==> src/design/jmsf_pkg.sv <==
// Shared types and constants for the JPEG metadata segment filter.
// No dependencies; imported by every module of the block.
package jmsf_pkg;

   // Counter width for written and dropped byte counts (16..64)
   localparam int COUNT_WIDTH = 32;
   // Depth of the action queue between front and back
   localparam int QDEPTH      = 4;
   localparam int QPTR_W      = $clog2(QDEPTH);
   localparam int MAX_BEATS   = 4;
   localparam int BEAT_W      = $clog2(MAX_BEATS);

   // Command codes
   localparam logic CMD_DATA = 1'b0;
   localparam logic CMD_END  = 1'b1;

   // Result kinds
   localparam logic KIND_BYTE    = 1'b0;
   localparam logic KIND_SUMMARY = 1'b1;

   // Status codes
   localparam logic [2:0] STAT_OK        = 3'd0;
   localparam logic [2:0] STAT_BAD_START = 3'd1;
   localparam logic [2:0] STAT_DESYNC    = 3'd2;
   localparam logic [2:0] STAT_BAD_LEN   = 3'd3;
   localparam logic [2:0] STAT_SHORT     = 3'd4;

   // Marker bytes
   localparam logic [7:0] MK_FILL = 8'hFF;
   localparam logic [7:0] MK_SOI  = 8'hD8;
   localparam logic [7:0] MK_SOS  = 8'hDA;
   localparam logic [7:0] MK_EOI  = 8'hD9;
   localparam logic [7:0] MK_RST0 = 8'hD0;
   localparam logic [7:0] MK_RST7 = 8'hD7;
   localparam logic [7:0] MK_APP1 = 8'hE1;
   localparam logic [7:0] MK_APP2 = 8'hE2;
   localparam logic [7:0] MK_APPF = 8'hEF;
   localparam logic [7:0] MK_COM  = 8'hFE;

   typedef struct packed {
      logic       command;
      logic [7:0] data_byte;
   } req_type;

   typedef struct packed {
      logic        kind;
      logic [7:0]  out_byte;
      logic [2:0]  status;
      logic [15:0] removed_segments;
      logic [31:0] bytes_written;
      logic [31:0] removed_bytes;
      logic        last;
   } rsp_type;

   // One queued action: up to four output bytes, or one summary
   typedef struct packed {
      logic                            is_summary;
      logic [BEAT_W-1:0]               beat_last;
      logic [MAX_BEATS-1:0][7:0]       bytes;
      logic [2:0]                      status;
      logic [15:0]                     removed_segments;
      logic [31:0]                     bytes_written;
      logic [31:0]                     removed_bytes;
   } entry_type;

   function automatic logic [COUNT_WIDTH-1:0] sat_add(
      input logic [COUNT_WIDTH-1:0] a,
      input logic [16:0]            b
   );
      logic [COUNT_WIDTH+1:0] s;
      s = (COUNT_WIDTH+2)'(a) + (COUNT_WIDTH+2)'(b);
      if (s[COUNT_WIDTH+1:COUNT_WIDTH] != 2'b00) return '1;
      return s[COUNT_WIDTH-1:0];
   endfunction

   function automatic logic [31:0] clip32(input logic [COUNT_WIDTH-1:0] v);
      logic [63:0] w;
      w = 64'(v);
      if (w[63:32] != 32'd0) return 32'hFFFF_FFFF;
      return w[31:0];
   endfunction

   function automatic logic is_meta(input logic [7:0] m);
      return (m == MK_COM) || (m == MK_APP1) || ((m >= MK_APP2) && (m <= MK_APPF));
   endfunction

endpackage

==> src/design/jmsf_front.sv <==
// Front end: accepts input beats, runs the marker parser, keeps counters
// and queues one action per beat that yields results. Uses jmsf_pkg.
module jmsf_front (
   input  logic               clock,
   input  logic               reset,
   input  logic               push,
   output logic               full,
   input  jmsf_pkg::req_type  req_data,
   output logic               q_push,
   output jmsf_pkg::entry_type q_entry,
   input  logic               q_full
);
   import jmsf_pkg::*;

   typedef enum logic [9:0] {
      PH_SOI_HI   = 10'b00_0000_0001,
      PH_SOI_LO   = 10'b00_0000_0010,
      PH_EXPECT   = 10'b00_0000_0100,
      PH_MARKER   = 10'b00_0000_1000,
      PH_LEN_HI   = 10'b00_0001_0000,
      PH_LEN_LO   = 10'b00_0010_0000,
      PH_PAYLOAD  = 10'b00_0100_0000,
      PH_VERBATIM = 10'b00_1000_0000,
      PH_DONE     = 10'b01_0000_0000,
      PH_ERROR    = 10'b10_0000_0000
   } phase_type;

   phase_type              phase_ff, phase_in;
   logic [7:0]             held_marker_ff, held_marker_in;
   logic [7:0]             length_high_ff, length_high_in;
   logic [15:0]            payload_left_ff, payload_left_in;
   logic                   dropping_ff, dropping_in;
   logic [2:0]             error_code_ff, error_code_in;
   logic [15:0]            removed_ff, removed_in;
   logic [COUNT_WIDTH-1:0] written_ff, written_in;
   logic [COUNT_WIDTH-1:0] dropped_ff, dropped_in;

   logic                   accept;
   logic                   is_end;
   logic [2:0]             nbytes;
   logic [15:0]            seg_len;
   logic [2:0]             fin_status;
   logic [7:0]             b;

   assign full   = q_full;
   assign accept = push && !q_full;
   assign is_end = req_data.command == CMD_END;
   assign b      = req_data.data_byte;
   assign seg_len = {length_high_ff, b};

   always_comb begin
      case (phase_ff)
         PH_SOI_HI, PH_SOI_LO: fin_status = STAT_BAD_START;
         PH_LEN_HI, PH_LEN_LO: fin_status = STAT_BAD_LEN;
         PH_PAYLOAD:           fin_status = dropping_ff ? STAT_OK : STAT_SHORT;
         PH_ERROR:             fin_status = error_code_ff;
         default:              fin_status = STAT_OK;
      endcase
   end

   always_comb begin
      phase_in        = phase_ff;
      held_marker_in  = held_marker_ff;
      length_high_in  = length_high_ff;
      payload_left_in = payload_left_ff;
      dropping_in     = dropping_ff;
      error_code_in   = error_code_ff;
      removed_in      = removed_ff;
      dropped_in      = dropped_ff;
      nbytes          = 3'd0;
      q_entry         = '0;

      if (accept && is_end) begin
         q_entry.is_summary       = 1'b1;
         q_entry.status           = fin_status;
         q_entry.removed_segments = removed_ff;
         q_entry.bytes_written    = clip32(written_ff);
         q_entry.removed_bytes    = clip32(dropped_ff);
         phase_in        = PH_SOI_HI;
         held_marker_in  = '0;
         length_high_in  = '0;
         payload_left_in = '0;
         dropping_in     = 1'b0;
         error_code_in   = STAT_OK;
         removed_in      = '0;
         dropped_in      = '0;
      end else if (accept) begin
         case (phase_ff)
            PH_SOI_HI: begin
               if (b == MK_FILL) phase_in = PH_SOI_LO;
               else begin
                  phase_in      = PH_ERROR;
                  error_code_in = STAT_BAD_START;
               end
            end
            PH_SOI_LO: begin
               if (b == MK_SOI) begin
                  nbytes           = 3'd2;
                  q_entry.bytes[0] = MK_FILL;
                  q_entry.bytes[1] = MK_SOI;
                  phase_in         = PH_EXPECT;
               end else begin
                  phase_in      = PH_ERROR;
                  error_code_in = STAT_BAD_START;
               end
            end
            PH_EXPECT: begin
               if (b == MK_FILL) phase_in = PH_MARKER;
               else begin
                  phase_in      = PH_ERROR;
                  error_code_in = STAT_DESYNC;
               end
            end
            PH_MARKER: begin
               if (b == MK_FILL) begin
                  // fill byte, stay
               end else if (b == MK_SOS || b == MK_EOI || (b >= MK_RST0 && b <= MK_RST7)) begin
                  nbytes           = 3'd2;
                  q_entry.bytes[0] = MK_FILL;
                  q_entry.bytes[1] = b;
                  if (b == MK_SOS)      phase_in = PH_VERBATIM;
                  else if (b == MK_EOI) phase_in = PH_DONE;
                  else                  phase_in = PH_EXPECT;
               end else begin
                  held_marker_in = b;
                  dropping_in    = is_meta(b);
                  phase_in       = PH_LEN_HI;
               end
            end
            PH_LEN_HI: begin
               length_high_in = b;
               phase_in       = PH_LEN_LO;
            end
            PH_LEN_LO: begin
               if (seg_len < 16'd2) begin
                  phase_in      = PH_ERROR;
                  error_code_in = STAT_BAD_LEN;
               end else begin
                  payload_left_in = seg_len - 16'd2;
                  if (dropping_ff) begin
                     if (removed_ff != 16'hFFFF) removed_in = removed_ff + 16'd1;
                     dropped_in = sat_add(dropped_ff, 17'(seg_len) + 17'd2);
                  end else begin
                     nbytes           = 3'd4;
                     q_entry.bytes[0] = MK_FILL;
                     q_entry.bytes[1] = held_marker_ff;
                     q_entry.bytes[2] = length_high_ff;
                     q_entry.bytes[3] = b;
                  end
                  phase_in = (seg_len == 16'd2) ? PH_EXPECT : PH_PAYLOAD;
               end
            end
            PH_PAYLOAD: begin
               if (!dropping_ff) begin
                  nbytes           = 3'd1;
                  q_entry.bytes[0] = b;
               end
               payload_left_in = payload_left_ff - 16'd1;
               if (payload_left_ff == 16'd1) phase_in = PH_EXPECT;
            end
            PH_VERBATIM: begin
               nbytes           = 3'd1;
               q_entry.bytes[0] = b;
            end
            default: begin
               // done or error: ignore data
            end
         endcase
         q_entry.beat_last = BEAT_W'(nbytes - 3'd1);
      end

      if (accept && is_end) written_in = '0;
      else                  written_in = sat_add(written_ff, 17'(nbytes));

      q_push = accept && (is_end || nbytes != 3'd0);
   end

   always_ff @(posedge clock) begin
      if (reset) begin
         phase_ff        <= PH_SOI_HI;
         held_marker_ff  <= '0;
         length_high_ff  <= '0;
         payload_left_ff <= '0;
         dropping_ff     <= 1'b0;
         error_code_ff   <= STAT_OK;
         removed_ff      <= '0;
         written_ff      <= '0;
         dropped_ff      <= '0;
      end else begin
         phase_ff        <= phase_in;
         held_marker_ff  <= held_marker_in;
         length_high_ff  <= length_high_in;
         payload_left_ff <= payload_left_in;
         dropping_ff     <= dropping_in;
         error_code_ff   <= error_code_in;
         removed_ff      <= removed_in;
         written_ff      <= written_in;
         dropped_ff      <= dropped_in;
      end
   end

   // payload phase always has bytes left
   assert property (@(posedge clock) disable iff (reset)
      phase_ff == PH_PAYLOAD |-> payload_left_ff != 16'd0)
      else $error("payload phase with zero bytes left");

   // end of stream always queues its summary and returns to start
   assert property (@(posedge clock) disable iff (reset)
      accept && is_end |=> phase_ff == PH_SOI_HI && removed_ff == 16'd0)
      else $error("state not cleared after end of stream");

endmodule

==> src/design/jmsf_queue.sv <==
// Small action queue between front and back ends.
// Flop-based ring of QDEPTH entries; uses jmsf_pkg.
module jmsf_queue (
   input  logic                clock,
   input  logic                reset,
   input  logic                wr_en,
   input  jmsf_pkg::entry_type wr_entry,
   output logic                q_full,
   output logic                rd_valid,
   output jmsf_pkg::entry_type rd_entry,
   input  logic                rd_en
);
   import jmsf_pkg::*;

   entry_type          store_ff [QDEPTH];
   logic [QPTR_W-1:0]  wr_ptr_ff, wr_ptr_in;
   logic [QPTR_W-1:0]  rd_ptr_ff, rd_ptr_in;
   logic [QPTR_W:0]    count_ff, count_in;
   logic               do_wr, do_rd;

   assign q_full   = count_ff == (QPTR_W+1)'(QDEPTH);
   assign rd_valid = count_ff != '0;
   assign rd_entry = store_ff[rd_ptr_ff];
   assign do_wr    = wr_en && !q_full;
   assign do_rd    = rd_en && rd_valid;

   always_comb begin
      wr_ptr_in = do_wr ? QPTR_W'(wr_ptr_ff + 1'b1) : wr_ptr_ff;
      rd_ptr_in = do_rd ? QPTR_W'(rd_ptr_ff + 1'b1) : rd_ptr_ff;
      count_in  = count_ff + (QPTR_W+1)'(do_wr) - (QPTR_W+1)'(do_rd);
   end

   always_ff @(posedge clock) begin
      if (do_wr) store_ff[wr_ptr_ff] <= wr_entry;
   end

   always_ff @(posedge clock) begin
      if (reset) begin
         wr_ptr_ff <= '0;
         rd_ptr_ff <= '0;
         count_ff  <= '0;
      end else begin
         wr_ptr_ff <= wr_ptr_in;
         rd_ptr_ff <= rd_ptr_in;
         count_ff  <= count_in;
      end
   end

   assert property (@(posedge clock) disable iff (reset)
      wr_en |-> !q_full)
      else $error("write to full action queue");

   assert property (@(posedge clock) disable iff (reset)
      rd_en |-> rd_valid)
      else $error("read from empty action queue");

   assert property (@(posedge clock) disable iff (reset)
      count_ff <= (QPTR_W+1)'(QDEPTH))
      else $error("action queue count overflow");

endmodule

==> src/design/jmsf_back.sv <==
// Back end: expands queued actions into result beats, one per cycle while
// results are popped, into an output register. Uses jmsf_pkg.
module jmsf_back (
   input  logic                clock,
   input  logic                reset,
   input  logic                q_valid,
   input  jmsf_pkg::entry_type q_entry,
   output logic                q_pop,
   output logic                empty,
   input  logic                pop,
   output jmsf_pkg::rsp_type   rsp_data
);
   import jmsf_pkg::*;

   logic              out_valid_ff, out_valid_in;
   rsp_type           out_ff, out_in;
   logic [BEAT_W-1:0] beat_ff, beat_in;
   logic              load;
   logic              take;

   assign take  = pop && out_valid_ff;
   assign load  = q_valid && (!out_valid_ff || take);
   assign q_pop = load && (beat_ff == q_entry.beat_last);

   always_comb begin
      out_in       = out_ff;
      beat_in      = beat_ff;
      out_valid_in = out_valid_ff;
      if (load) begin
         out_valid_in = 1'b1;
         out_in       = '0;
         if (q_entry.is_summary) begin
            out_in.kind             = KIND_SUMMARY;
            out_in.status           = q_entry.status;
            out_in.removed_segments = q_entry.removed_segments;
            out_in.bytes_written    = q_entry.bytes_written;
            out_in.removed_bytes    = q_entry.removed_bytes;
            out_in.last             = 1'b1;
         end else begin
            out_in.kind     = KIND_BYTE;
            out_in.out_byte = q_entry.bytes[beat_ff];
         end
         beat_in = q_pop ? '0 : BEAT_W'(beat_ff + 1'b1);
      end else if (take) begin
         out_valid_in = 1'b0;
      end
   end

   always_ff @(posedge clock) begin
      if (reset) begin
         out_valid_ff <= 1'b0;
         beat_ff      <= '0;
      end else begin
         out_valid_ff <= out_valid_in;
         beat_ff      <= beat_in;
      end
   end

   always_ff @(posedge clock) begin
      out_ff <= out_in;
   end

   assign empty    = !out_valid_ff;
   assign rsp_data = out_ff;

   // mid-action beat index only while an action is at the head
   assert property (@(posedge clock) disable iff (reset)
      beat_ff != '0 |-> q_valid)
      else $error("beat index set with no queued action");

   // a summary is a single beat
   assert property (@(posedge clock) disable iff (reset)
      q_valid && q_entry.is_summary |-> q_entry.beat_last == '0 && beat_ff == '0)
      else $error("summary action spans more than one beat");

endmodule

==> src/design/jpeg_metadata_segment_filter.sv <==
// Top level of the JPEG metadata segment filter.
// Instantiates jmsf_front, jmsf_queue and jmsf_back; uses jmsf_pkg.
//
//  channel   ports                        direction  accepted when
//  input     push, full, req_data         in         push && !full
//  result    empty, pop, rsp_data         out        pop && !empty
//
// Takes one input beat per cycle while the action queue has room; the
// parser decides each byte in the cycle it arrives.
// The result side drains one beat per cycle while pop is high; marker and
// header actions produce two or four beats, so a run of headers backs the
// 4-entry queue up and full rises until the back end catches up.
// Results pass through the queue store and then the output register.
// Reset is synchronous and active high; no clearing pass.
// Stalls on pop stop the back end only; input keeps flowing until the queue fills.
module jpeg_metadata_segment_filter (
   input  logic              clock,
   input  logic              reset,
   input  logic              push,
   output logic              full,
   input  jmsf_pkg::req_type req_data,
   output logic              empty,
   input  logic              pop,
   output jmsf_pkg::rsp_type rsp_data
);
   import jmsf_pkg::*;

   logic      q_push;
   entry_type q_wr_entry;
   logic      q_full;
   logic      q_valid;
   entry_type q_rd_entry;
   logic      q_pop;

   // parser and counters
   jmsf_front u_front (
      .clock    (clock),
      .reset    (reset),
      .push     (push),
      .full     (full),
      .req_data (req_data),
      .q_push   (q_push),
      .q_entry  (q_wr_entry),
      .q_full   (q_full)
   );

   // decouples parser from result drain
   jmsf_queue u_queue (
      .clock    (clock),
      .reset    (reset),
      .wr_en    (q_push),
      .wr_entry (q_wr_entry),
      .q_full   (q_full),
      .rd_valid (q_valid),
      .rd_entry (q_rd_entry),
      .rd_en    (q_pop)
   );

   // beat expansion and output register
   jmsf_back u_back (
      .clock    (clock),
      .reset    (reset),
      .q_valid  (q_valid),
      .q_entry  (q_rd_entry),
      .q_pop    (q_pop),
      .empty    (empty),
      .pop      (pop),
      .rsp_data (rsp_data)
   );

endmodule

==> config.mk <==
export PLATFORM = sky130hd
export DESIGN_NAME = jpeg_metadata_segment_filter
export DESIGN_NICKNAME = d
export VERILOG_FILES = /design/src/design/jmsf_pkg.sv /design/src/design/jmsf_front.sv /design/src/design/jmsf_queue.sv /design/src/design/jmsf_back.sv /design/src/design/jpeg_metadata_segment_filter.sv
export SDC_FILE = /design/constraint.sdc
export NUM_CORES = 1
export LEC_CHECK = 0
export BUFFER_PORTS_ARGS = -buffer_cell sky130_fd_sc_hd__buf_2
export CAP_MARGIN = 20
export CORE_ASPECT_RATIO = 1.1
export CORE_MARGIN = 5
export CORE_UTILIZATION = 30
export DETAILED_ROUTE_END_ITERATION = 6
export GPL_TIMING_DRIVEN = 0
export PLACE_DENSITY_LB_ADDON = 0.15
export SYNTH_ARGS = -nofsm -noshare
export SYNTH_HDL_FRONTEND = slang
export SYNTH_HIERARCHICAL = 1
export SYNTH_SLANG_ARGS = --single-unit
==> constraint.sdc <==
create_clock -name clock -period 12.53 [get_ports clock]
set_clock_uncertainty 0.1 [all_clocks]
set_input_delay 2.506 -clock clock [delete_from_list [all_inputs] [get_ports clock]]
set_output_delay 2.506 -clock clock [all_outputs]
set_load 0.02 [all_outputs]
==> Word level (Yosys, flattened, before mapping) <==
Memories as Yosys holds them, arrays and structs flattened. A register that Yosys moved wholly into a read port is not among the register bits.
Index checks and enable logic that the tools add are counted.
{ "word_totals": {"reg_bits": 229, "mem_count": 1, "mem_bits_rw": 472, "word_cells": 172, "input_bits": 13} }
{ "mem_list": {"columns": ["memory", "words", "width", "read_ports", "rd_ports_with_merged_regs", "write_ports", "line", "source"], "rows": [
  ["u_queue.store_ff", 4, 118, 1, 1, 1, "jmsf_queue.sv:15", "entry_type store_ff [QDEPTH];"]
]} }
{ "op_classes": {"n_mux": 66, "reduce_logical": 36, "order_cmp": 6, "add_sub_neg": 12, "n_eq_ne": 27, "bitwise": 3} }
{ "ops": {"columns": ["operator", "n"], "rows": [
  ["$mux 32", 6],
  ["$mux 83", 1],
  ["$mux 10", 8],
  ["$mux 16", 5],
  ["$pmux 10 s7", 1],
  ["$mux 34", 2],
  ["$eq 8x8->1 const B", 6],
  ["$pmux 8 s5", 1],
  ["$add 32x17->33", 1],
  ["$add 32x3->33", 1],
  ["$mux 3", 11],
  ["$pmux 16 s2", 1],
  ["$pmux 3 s4", 2],
  ["$pmux 8 s3", 1],
  ["$add 16x2->17 const B", 1],
  ["$add 16x1->16 const B", 1],
  ["$bmux 8 s2", 1],
  ["$eq 16x1->1 const B", 1],
  ["$eq 16x2->1 const B", 1],
  ["$ge 8x8->1 const B", 2],
  ["$le 8x8->1 const B", 2],
  ["$lt 16x2->1 const B", 1],
  ["$mux 1", 16],
  ["$mux 8", 2],
  ["other kinds (39)", 75]
]} }

==> Logic depth before layout (Yosys ltp) <==
Gate-level depths: netlist of run 1.
{ "logic_depth": {"word_depth": 16, "depth_mapped": 18} }

==> By module <==
The synthesis of run 1 kept the hierarchy.
{ "modules_own_cells": {"columns": ["mod", "seq_area_each_um2", "n_inst", "area_each_um2", "cells_each"], "rows": [
  ["jmsf_queue", 14353.8, 1, 17445.5, 665],
  ["jmsf_front", 2502.4, 1, 8179.1, 1053],
  ["jmsf_back", 2822.7, 1, 3802.4, 225]
]} }

==> Least setup slack after synthesis of run 1 <==
Ideal clock, no wire load.
{ "synth_path": {"kind": "input -> register", "start": "in req_data[1] (netlist name)", "end": "mem u_queue/store_ff[0][0] (netlist name), enable pin", "t_required_ns": 11.939, "n_path_buf": 1, "t_arrival_ns": 7.058, "setup_slack_ns": 4.881, "path_stages": 10, "path_cell_list": "clkbuf_1 nor2_1 nand4_1 nor2_1 nor2_1 or2_2 o21ai_0 inv_1 nor2_1 and2_1"} }
{ "synth_between": {"elab_chain_cells": 16} }
{ "synth_lines": {"columns": ["item", "line", "source"], "rows": [
  ["from (decl)", "jpeg_metadata_segment_filter.sv:21", "input jmsf_pkg::req_type req_data,"],
  ["$ge 8x8->1, or another cell as far along", "jmsf_front.sv:117", "end else if (b == MK_SOS || b == MK_EOI || (b >= MK_RST0 && b <= MK_RST7)) begin"],
  ["$logic_and 1x1->1 or $logic_or 1x1->1 (tied branches)", "jmsf_front.sv:117", null],
  ["$logic_or 1x1->1", "jmsf_front.sv:117", null],
  ["$mux 2", "jmsf_front.sv:117", null],
  ["$mux 3", "jmsf_front.sv:115", "if (b == MK_FILL) begin"],
  ["$pmux 3 s5 *", "jmsf_front.sv:88", "case (phase_ff)"],
  ["$mux 3 *", "jmsf_front.sv:87", "end else if (accept) begin"],
  ["$mux 3 *", "jmsf_front.sv:73", "if (accept && is_end) begin"],
  ["$mux 3 *", "jmsf_front.sv:87", null],
  ["$mux 3 *", "jmsf_front.sv:73", null],
  ["$reduce_bool 3->1 *", "jmsf_front.sv:175", "q_push = accept && (is_end || nbytes != 3'd0);"],
  ["$logic_or 1x1->1 *", "jmsf_front.sv:175", null],
  ["$logic_and 1x1->1 *", "jmsf_front.sv:175", null],
  ["named net q_push", "jpeg_metadata_segment_filter.sv:28", "logic q_push;"],
  ["$logic_and 1x1->1 *", "jmsf_queue.sv:24", "assign do_wr = wr_en && !q_full;"],
  ["$mux 1 *", "jmsf_queue.sv:34", "if (do_wr) store_ff[wr_ptr_ff] <= wr_entry;"],
  ["$mux 1 (implied by the code) *", "jmsf_queue.sv:34", null],
  ["to (decl)", "jmsf_queue.sv:15", null]
]} }
Mark *: on every way through the listed nets, which the timed path passes. The rest lies on a longest branch. The select of a mux whose other input is x is not followed.

==> Final worst setup path of run 1 <==
{ "layout_path": {"start": "in req_data[2] (netlist name)", "end": "reg u_front.written_ff[18]"} }
{ "layout_between": {"elab_chain_cells": 15} }
{ "layout_lines": {"columns": ["item", "line", "source"], "rows": [
  ["$ge 8x8->1, or another cell as far along", "jmsf_front.sv:117", null],
  ["$logic_and 1x1->1 or $logic_or 1x1->1 (tied branches)", "jmsf_front.sv:117", null],
  ["$logic_or 1x1->1", "jmsf_front.sv:117", null],
  ["$mux 2", "jmsf_front.sv:117", null],
  ["$mux 3", "jmsf_front.sv:115", null],
  ["$pmux 3 s5 *", "jmsf_front.sv:88", null],
  ["$mux 3 *", "jmsf_front.sv:87", null],
  ["$mux 3 *", "jmsf_front.sv:73", null],
  ["$mux 3 *", "jmsf_front.sv:87", null],
  ["$mux 3 *", "jmsf_front.sv:73", null],
  ["$add 32x3->33 *", "jmsf_pkg.sv:71", "s = (COUNT_WIDTH+2)'(a) + (COUNT_WIDTH+2)'(b);"],
  ["$reduce_bool 2->1", "jmsf_pkg.sv:72", "if (s[COUNT_WIDTH+1:COUNT_WIDTH] != 2'b00) return '1;"],
  ["$mux 1", "jmsf_pkg.sv:72", null],
  ["$mux 1", "jmsf_front.sv:172", "if (accept && is_end) written_in = '0;"],
  ["$mux 32 *", "jmsf_pkg.sv:73", "return s[COUNT_WIDTH-1:0];"],
  ["to (signal assigned)", "jmsf_front.sv:197", "written_ff <= written_in;"],
  ["to (decl)", "jmsf_front.sv:35", "logic [COUNT_WIDTH-1:0] written_ff, written_in;"]
]} }
Every way passes the cells marked *; elsewhere a longest branch is shown, timed or not. The select of a mux whose other input is x is not followed.
A chain may end at the register's enable or synchronous reset.

==> results of run 1 <==
-- registers in the layout, indices dropped and copies added, names as in the netlist, named ones only --
name	count
u_queue/store_ff	472
u_back/rsp_data	92
u_front/dropped_ff	32
u_front/written_ff	32
u_front/payload_left_ff	16
u_front/removed_ff	16
u_front/phase_ff	10
u_front/held_marker_ff	8
u_front/length_high_ff	8
u_queue/count_ff	3
u_back/beat_ff	2
u_front/error_code_ff	2
u_queue/rd_ptr_ff	2
u_queue/wr_ptr_ff	2
u_back/out_valid_ff	1
u_front/dropping_ff	1
-- metrics by stage --
stage	utilization	worst slack (ps)	total power, W	cells	cell area (um2)
2_1_floorplan	-	4881	0.003482	1943	29430
3_3_place_gp	0.3239	1035	0.003851	3330	31560
3_5_place_dp	0.3268	5185	0.003843	3342	31850
4_1_cts	0.3513	5839	0.006020	3482	34230
5_1_grt	0.3513	5508	0.006166	3482	34230
6_report	0.3513	5837	0.005893	3484	34240
-- worst max-delay path by stage --
stage,from,end,slack [ps],depth (start not counted)
2_1_floorplan,req_data[1],u_queue/store_ff[0][0],4880,10
3_3_place_gp,req_data[4],u_queue/store_ff[3][11],1030,11
3_5_place_dp,req_data[4],u_queue/store_ff[3][9],5180,13
4_1_cts,req_data[4],u_queue/store_ff[3][23],5840,13
5_1_grt,req_data[2],u_front/written_ff[21],5510,16
6_report,req_data[2],u_front/written_ff[18],5840,16
-- worst min-delay path: stages (launching register included) --
cell,delay [ps]
dfxtp_1,300
o21ai_0,60
a21oi_1,70
-- final cells by class --
cell class | instances | area share
Clock buffer | 107 | 0.06169
Antenna cell | 2 | 0.0001462
Sequential cell | 701 | 0.5748
Inverter | 30 | 0.003289
Buffer | 107 | 0.01444
Tap cell | 1281 | 0.04682
Multi-Input combinational cell | 1105 | 0.2674
Timing Repair Buffer | 118 | 0.02346
Clock inverter | 33 | 0.007967
-- metal layers --
metal | track usage | wire, um | up-vias
li1 | - | - | 7901
met1 | 0.1741 | 30920 | 8660
met2 | 0.2409 | 36760 | 326
met3 | 0.02549 | 3056 | 107
met4 | 0.04369 | 1863 | 4
met5 | 0 | 21 | -
-- power groups by stage --
| stage | clock, W | sequential [W] | combinational (W) |
|---|---|---|---|
| floorplan | 0 | 0.00307 | 0.000409 |
| global placement | 0 | 0.00293 | 0.000919 |
| detailed placement | 0 | 0.00288 | 0.000961 |
| CTS | 0.00222 | 0.00283 | 0.000963 |
| global route | 0.00231 | 0.00285 | 0.00101 |
| finish | 0.00214 | 0.00283 | 0.000924 |
-- layout by cell type, fill, tap and decap left out, types with 6 or more instances in the layout --
master and count:
nand2b_1 14, nand2_1 90, clkinv_2 11, inv_1 30
nor3_1 27, mux4_2 123, mux2i_1 11, a22oi_1 9
nand3_1 45, nor2_1 103, a31oi_1 13, dfxtp_1 137
buf_6 7, xnor2_1 34, clkbuf_16 79, nor3b_1 6
nand3b_1 7, and3_1 114, and2_1 89, o211ai_1 10
nor4_1 11, ha_1 46, nor2b_1 14, or4_1 7
xor2_1 40, clkbuf_1 96, a21oi_1 109, o21ai_0 53
or3_1 7, edfxtp_1 564, buf_2 129, nand4_1 11
clkinv_1 10, buf_12 6
-- synth_stat cells, types with 4 or more instances --
| cell type | instances |
|---|---|
| ha_1 | 46 |
| nor3_1 | 27 |
| nand4_1 | 11 |
| or3_1 | 7 |
| o21a_1 | 5 |
| dfxtp_1 | 137 |
| nand3b_1 | 7 |
| a311oi_1 | 5 |
| nand2b_1 | 14 |
| and2_1 | 94 |
| xnor2_1 | 34 |
| a21boi_0 | 4 |
| nor2b_1 | 14 |
| a21oi_1 | 109 |
| clkbuf_1 | 71 |
| xor2_1 | 40 |
| and3_1 | 114 |
| a22oi_1 | 9 |
| or4_1 | 7 |
| nor2b_4 | 5 |
| a31oi_1 | 13 |
| buf_2 | 23 |
| mux2i_1 | 11 |
| mux4_2 | 123 |
| a21o_1 | 4 |
| nand2_1 | 90 |
| o21ai_1 | 5 |
| buf_6 | 7 |
| a211oi_1 | 5 |
| nand3_1 | 45 |
| nor4_1 | 11 |
| and4b_1 | 4 |
| nor2_1 | 103 |
| inv_1 | 30 |
| edfxtp_1 | 564 |
| o22ai_1 | 5 |
| nor3b_1 | 6 |
| o211ai_1 | 10 |
| o21ai_0 | 53 |
-- cell families (layout without fill, tap and decap cells) --
group | Yosys count | after routing | synth area share
buffers and inverters | 137 | 395 | 0.02062
adder cells (fa/ha/maj) | 49 | 49 | 0.02160
multiplexers | 137 | 137 | 0.1006
AO/OA/AOI/OAI | 263 | 263 | 0.05570
XOR/XNOR | 74 | 74 | 0.02203
AND/OR/NAND/NOR | 582 | 582 | 0.1108
other | 0 | 2 | 0
flip-flops | 701 | 701 | 0.6687
==> results.md, run 1 <==
* GP Congestion at 0.8176
* Tcrit/Tclk final at 0.5341
* Hold Buf Count CTS at 0
* Remaining global-route overflow at 0
* Yosys warning count at 6
* # resized after CTS at 0
* Mapped Cells at 1943
* CTS Buffer Depth at 3
* Syn_area_per_cell at 15.15 um2
* Synth top area share at 0.5755
* Worst skew pair latency at 630 ps
* Worst setup SP type: input pin
* Initial Utilization at 0.3020
* Hold Vio Cnt, Final at 0
* Seq/Total Area, Yosys at 0.6687
* Cell area after synthesis at 0.02943 mm2
* P_sw at 0.001561 W
* Via count at 17000
* CP Max Fanout at 10
* Setup TNS at 0 ps
* IO Pins at 108
* Leakage power total at 11.56 nW
* Area leader, netlist: edfxtp_1
* Worst Path Buf+Inv at 4
* Seq cells post-synth at 701
* CTS Root Cell: clkbuf_16
* Max_cap viols at 0
* Status: finished clean
* CTS tree: yes
* FF+latch area at 0.01968 mm2
* HP Class: reg -> reg
* Vert. Die Dim at 338.5 um
* Max Freq at 149.4 MHz
* WS Path Type: in -> reg
* Vias per std cell at 4.879
* Htree depth at 3
* Reg power frac at 0.480
* Hold_ws at 380.8 ps
* Sw frac at 0.2649
* Largest net degree at the start of global routing at 68
* TritonCTS Buffers at 76
* Total routed wirelength at 72620 um
* Top Family by Delay on Critical Path: simple AND/OR/NAND/NOR gates
* Critical Path RT at 12970 ps
* Post-synth top flop: edfxtp_1
* Reg2Reg Depth at 13
* Fin crit period at 6693 ps
* Slew @ Worst Pin at 1073 ps
* Fill cells at 9275
* Core footprint at 0.09744 mm2
* Drt pass-1 iters at 6
* Slew headroom at 0.2829
* Slowest CP cell: nor2_1
* Max IR drop VDD at 0.0001380 V
* Cell Chain, Critical Path: buf_2, clkbuf_1, nor2_1, nand4_1, nor2_1, nor2_1, or2_2, fa_1, nor2b_1, o2111ai_1, nor4_1, and2_1, nand3_1, clkbuf_1, clkbuf_1, a21oi_1
* RSZ-0062 raised after global routing: no
* Worst path max stage delay at 610 ps
* Die W at 308.6 um
* Distinct cells, synth at 83
* Final slew viol count at 0
* Setup slack, reg-to-reg at 7190 ps
* CTS sink cnt at 701
* Port buffer count at 106
* Internal power at 0.004332 W
* Vias in the first global route at 17880
* Routed Antenna Nets at 0
* Synth top area cells: edfxtp_1 (58%), mux4_2 (9.4%), dfxtp_1 (9.3%)
* Fraction of layout cells with a size suffix above 1 at 0.1895
* Global-route wire length before repair at 110900 um
* Final Net Count at 2201
* Min-delay src: u_front/payload_left_ff[14]
* Wire length per cell at 20.84 um
* Clock Power Share at 0.363
* Die area at 0.1045 mm2
* Data arrival, critical path at 7140 ps
* Number of synthesized flops with an enable pin at 564
* DP Wirelength at 49420 um
* Clock transition at path regs at 60 ps
* Comb pwr share at 0.157
* Area occupied by multi-input gates at 0.009154 mm2
* Reg-to-Reg Start: u_front/phase_ff[5]
* Initial drt markers at 890
* # DRC at 0
* # rows at 120
* R2r endpoint: u_queue/store_ff[2][27]
* Initial antenna violation count at 3
* Pwr Density at 172.1 mW/mm2
* WHS Endpoint: u_front/payload_left_ff[14]
* Area Overhead vs Synth at 16.34%
* Hold path cells at 2
* Number of setup buffers added after CTS at 0
* Synth async-reset ratio at 0
* Worst Setup End Kind: register
* Final setup vio count at 0
* Net count after synthesis at 2005
* Total GRT Usage at 0.1381
No activity file was read; power rests on OpenSTA's default activity.
==> run 2, diff against run 1 <==
--- a/config.mk
+++ b/config.mk
@@ -5,6 +5,7 @@
 export SDC_FILE = /design/constraint.sdc
 export NUM_CORES = 1
 export LEC_CHECK = 0
+export ABC_AREA = 1
 export BUFFER_PORTS_ARGS = -buffer_cell sky130_fd_sc_hd__buf_2
 export CAP_MARGIN = 20
 export CORE_ASPECT_RATIO = 1.1
==> constraint.sdc (replaced) <==
create_clock -name clock -period 6.1 [get_ports clock]
set_clock_uncertainty 0.1 [all_clocks]
set_input_delay 1.22 -clock clock [delete_from_list [all_inputs] [get_ports clock]]
set_output_delay 1.22 -clock clock [all_outputs]
set_load 0.02 [all_outputs]
==> results.md, run 2 <==
* Status: finished, violations left
* Failing checks: DRC
* Number of setup buffers added after CTS at 0
* Biggest register: u_queue/store_ff
* Vert. Die Dim at 349.8 um
* Worst setup endpoint: u_front/written_ff[15]
* Proportion of synthesized area in mux cells at 0
* Fill cells at 10530
* Compound-Gate Fraction of Synth Area at 0.1008
* Final slew viol count at 0
* CTS sink cnt at 701
* Hold Buf Count CTS at 0
* DP Wirelength at 64140 um
* Largest register FFs at 472
* Final setup vio count at 0
* Distinct cells, synth at 54
* Slew headroom at 0.2057
* Initial drt markers at 1452
* # rows at 124
* Critical Path RT at 6570 ps
* Leakage power total at 14.21 nW
* Core footprint at 0.1041 mm2
* TritonCTS Buffers at 76
* Post-Synth XOR/XNOR Area at 0.009733
* Number of synthesized flops with an enable pin at 564
* Hold Vio Cnt, Final at 0
* Net count after synthesis at 3255
* Vias per std cell at 4.705
* Wire length per cell at 19.15 um
* HP Class: reg -> reg
* Syn_area_per_cell at 9.863 um2
* Remaining global-route overflow at 0
* Htree depth at 3
* Max_cap viols at 0
* Largest family of logic cells by synthesized area: simple AND/OR/NAND/NOR gates
* Reg power frac at 0.451
* Hold_ws at 361.2 ps
* IO Pins at 108
* Die area at 0.1116 mm2
* RSZ-0062 raised after global routing: no
* Mapped Cells at 3193
* Initial antenna violation count at 7
* Largest net degree at the start of global routing at 28
* Area Overhead vs Synth at 17.05%
* Post-synth top flop: edfxtp_1
* # DRC at 3
* Sw frac at 0.3011
* Reg2Reg Depth at 24
* Total routed wirelength at 92930 um
* Post-synthesis adder-cell area fraction at 0.02018
* Total GRT Usage at 0.1627
* Slew @ Worst Pin at 1191 ps
* Worst Setup End Kind: register
* Max Freq at 196.7 MHz
* Drt pass-1 iters at 7
* Final Net Count at 3465
* Worst skew pair latency at 650 ps
* CTS Buffer Depth at 3
* WS Path Type: reg -> reg
* Max IR drop VDD at 0.0002033 V
* Initial Utilization at 0.3025
* Routed Antenna Nets at 0
* CP Max Fanout at 10
* Die W at 318.9 um
* Post-Synth Simple-Gate Area at 0.1777
* Internal power at 0.009213 W
* Most common cell after layout, fill and taps aside: edfxtp_1
* CP Launch Point: u_queue/count_ff[1]
* Fin crit period at 5083 ps
* Port buffer count at 107
* Synth async-reset ratio at 0
* P_sw at 0.003969 W
* R2r endpoint: u_front/written_ff[15]
* Vias in the first global route at 22730
* Fraction of layout cells with a size suffix above 1 at 0.1068
* Reg-to-Reg Start: u_queue/count_ff[1]
* Seq cells post-synth at 701
* Synth top area cells: edfxtp_1 (54%), dfxtp_1 (8.7%), nor2_1 (6.4%)
* Setup TNS at 0 ps
* Most frequent cells in the layout: edfxtp_1 (564), nor2_1 (535), nand2_1 (463), inv_1 (359), o21ai_0 (320)
* CTS Root Cell: clkbuf_16
* Worst setup SP type: register
* GP Congestion at 0.8153
* Clock transition at path regs at 60 ps
* Via count at 22830
* Setup slack, reg-to-reg at 1020 ps
* Top-count cell post-synth: edfxtp_1
* Yosys warning count at 6
* # resized after CTS at 0
* Area leader, netlist: edfxtp_1
* Commonest cells post-synth: edfxtp_1 (564), nor2_1 (539), nand2_1 (463), inv_1 (359), o21ai_0 (320)
* Cell area after synthesis at 0.03149 mm2
* Clock Power Share at 0.348
* Seq/Total Area, Yosys at 0.6248
* Comb pwr share at 0.201
* Fin util at 0.3541
* CTS tree: yes
* Tcrit/Tclk final at 0.8333
* Synth top area share at 0.5378
* Pwr Density at 357.6 mW/mm2
* Global-route wire length before repair at 140200 um
* Data arrival, critical path at 5550 ps
run 2: changes by cell type after synthesis, sizes merged, moves of 113 or more:
cell,previous run,this run
nor2,104,560
nand2,90,477
and3,114,1
o22ai,5,118
mux4,126,0
o21ai,59,346
inv,30,370
run 2: final cells by class:
class	instances	area, um2	share of cell area
antenna	2	5.005	0.0001358
buffer	135	703.2	0.01908
clock buffer	106	2116	0.05740
clock inverter	34	369.1	0.01001
inverter	372	1400	0.03798
multi-input combinational	1985	9753	0.2646
sequential	701	19680	0.5338
tap	1386	1734	0.04704
timing repair buffer	132	1104	0.02994
run 2: layer usage:
layer | vias to the layer above | GRT usage | share of wire | wire length [um]
met5 | - | 0 | 0.00014 | 13
li1 | 11270 | - | - | -
met2 | 492 | 0.2784 | 0.48 | 44530
met4 | 2 | 0.04578 | 0.025 | 2309
met1 | 10940 | 0.2144 | 0.45 | 41610
met3 | 119 | 0.02713 | 0.048 | 4464
run 2: power by group through the flow:
stage               Combinational, W  Clock (W)  Sequential [W]
floorplan                    0.00118          0         0.00649
finish                       0.00265    0.00459         0.00594
global placement             0.00250          0         0.00617
CTS                          0.00271    0.00476         0.00595
global route                 0.00291    0.00494         0.00600
detailed placement           0.00271          0         0.00605
run 2: worst min-delay path by stage:
stage | from | end | slack (ps) | cells after the start
6_report | u_front/held_marker_ff[1] | u_front/held_marker_ff[1] | 360 | 2
5_1_grt | u_front/removed_ff[15] | u_front/removed_ff[15] | 370 | 2
4_1_cts | u_front/held_marker_ff[2] | u_front/held_marker_ff[2] | 360 | 2
3_5_place_dp | u_front/held_marker_ff[1] | u_front/held_marker_ff[1] | 350 | 2
3_3_place_gp | u_front/held_marker_ff[3] | u_front/held_marker_ff[3] | 350 | 2
2_1_floorplan | u_front/removed_ff[15] | u_front/removed_ff[15] | 340 | 2
run 2: cells by family (layout without fill, tap and decap cells):
family	count (synthesis)	count (layout)
buffers and inverters	507	779
adder cells (fa/ha/maj)	49	49
AO/OA/AOI/OAI	598	598
AND/OR/NAND/NOR	1303	1303
XOR/XNOR	35	35
flip-flops	701	701
other	0	2
run 2: critical path: stages, from the launching register on:
cell and delay [ps]:
dfxtp_1 350, nor2_1 80, nand2_1 160, inv_1 110, nor2_4 410, inv_1 310
nor2_1 280, inv_2 160, buf_1 300, nor2_1 450, ha_1 250, inv_1 50
fa_1 400, inv_1 80, nand2_1 50, nand2_1 70, nand2_1 180, inv_1 150
nand2_1 140, nor2_1 230, nand2_2 200, buf_2 260, o21ai_0 120, nand2_1 70
inv_1 70
run 2: stage by stage:
stage	total power (W)	instance area [um2]	std cells	worst slack, ps
global placement	0.008669	33780	4686	-4098
global route	0.01385	36860	4851	605.8
floorplan	0.007673	31510	3193	-62.63
CTS	0.01342	36860	4851	975.9
detailed placement	0.008755	34370	4711	386.5
finish	0.01318	36860	4853	1017
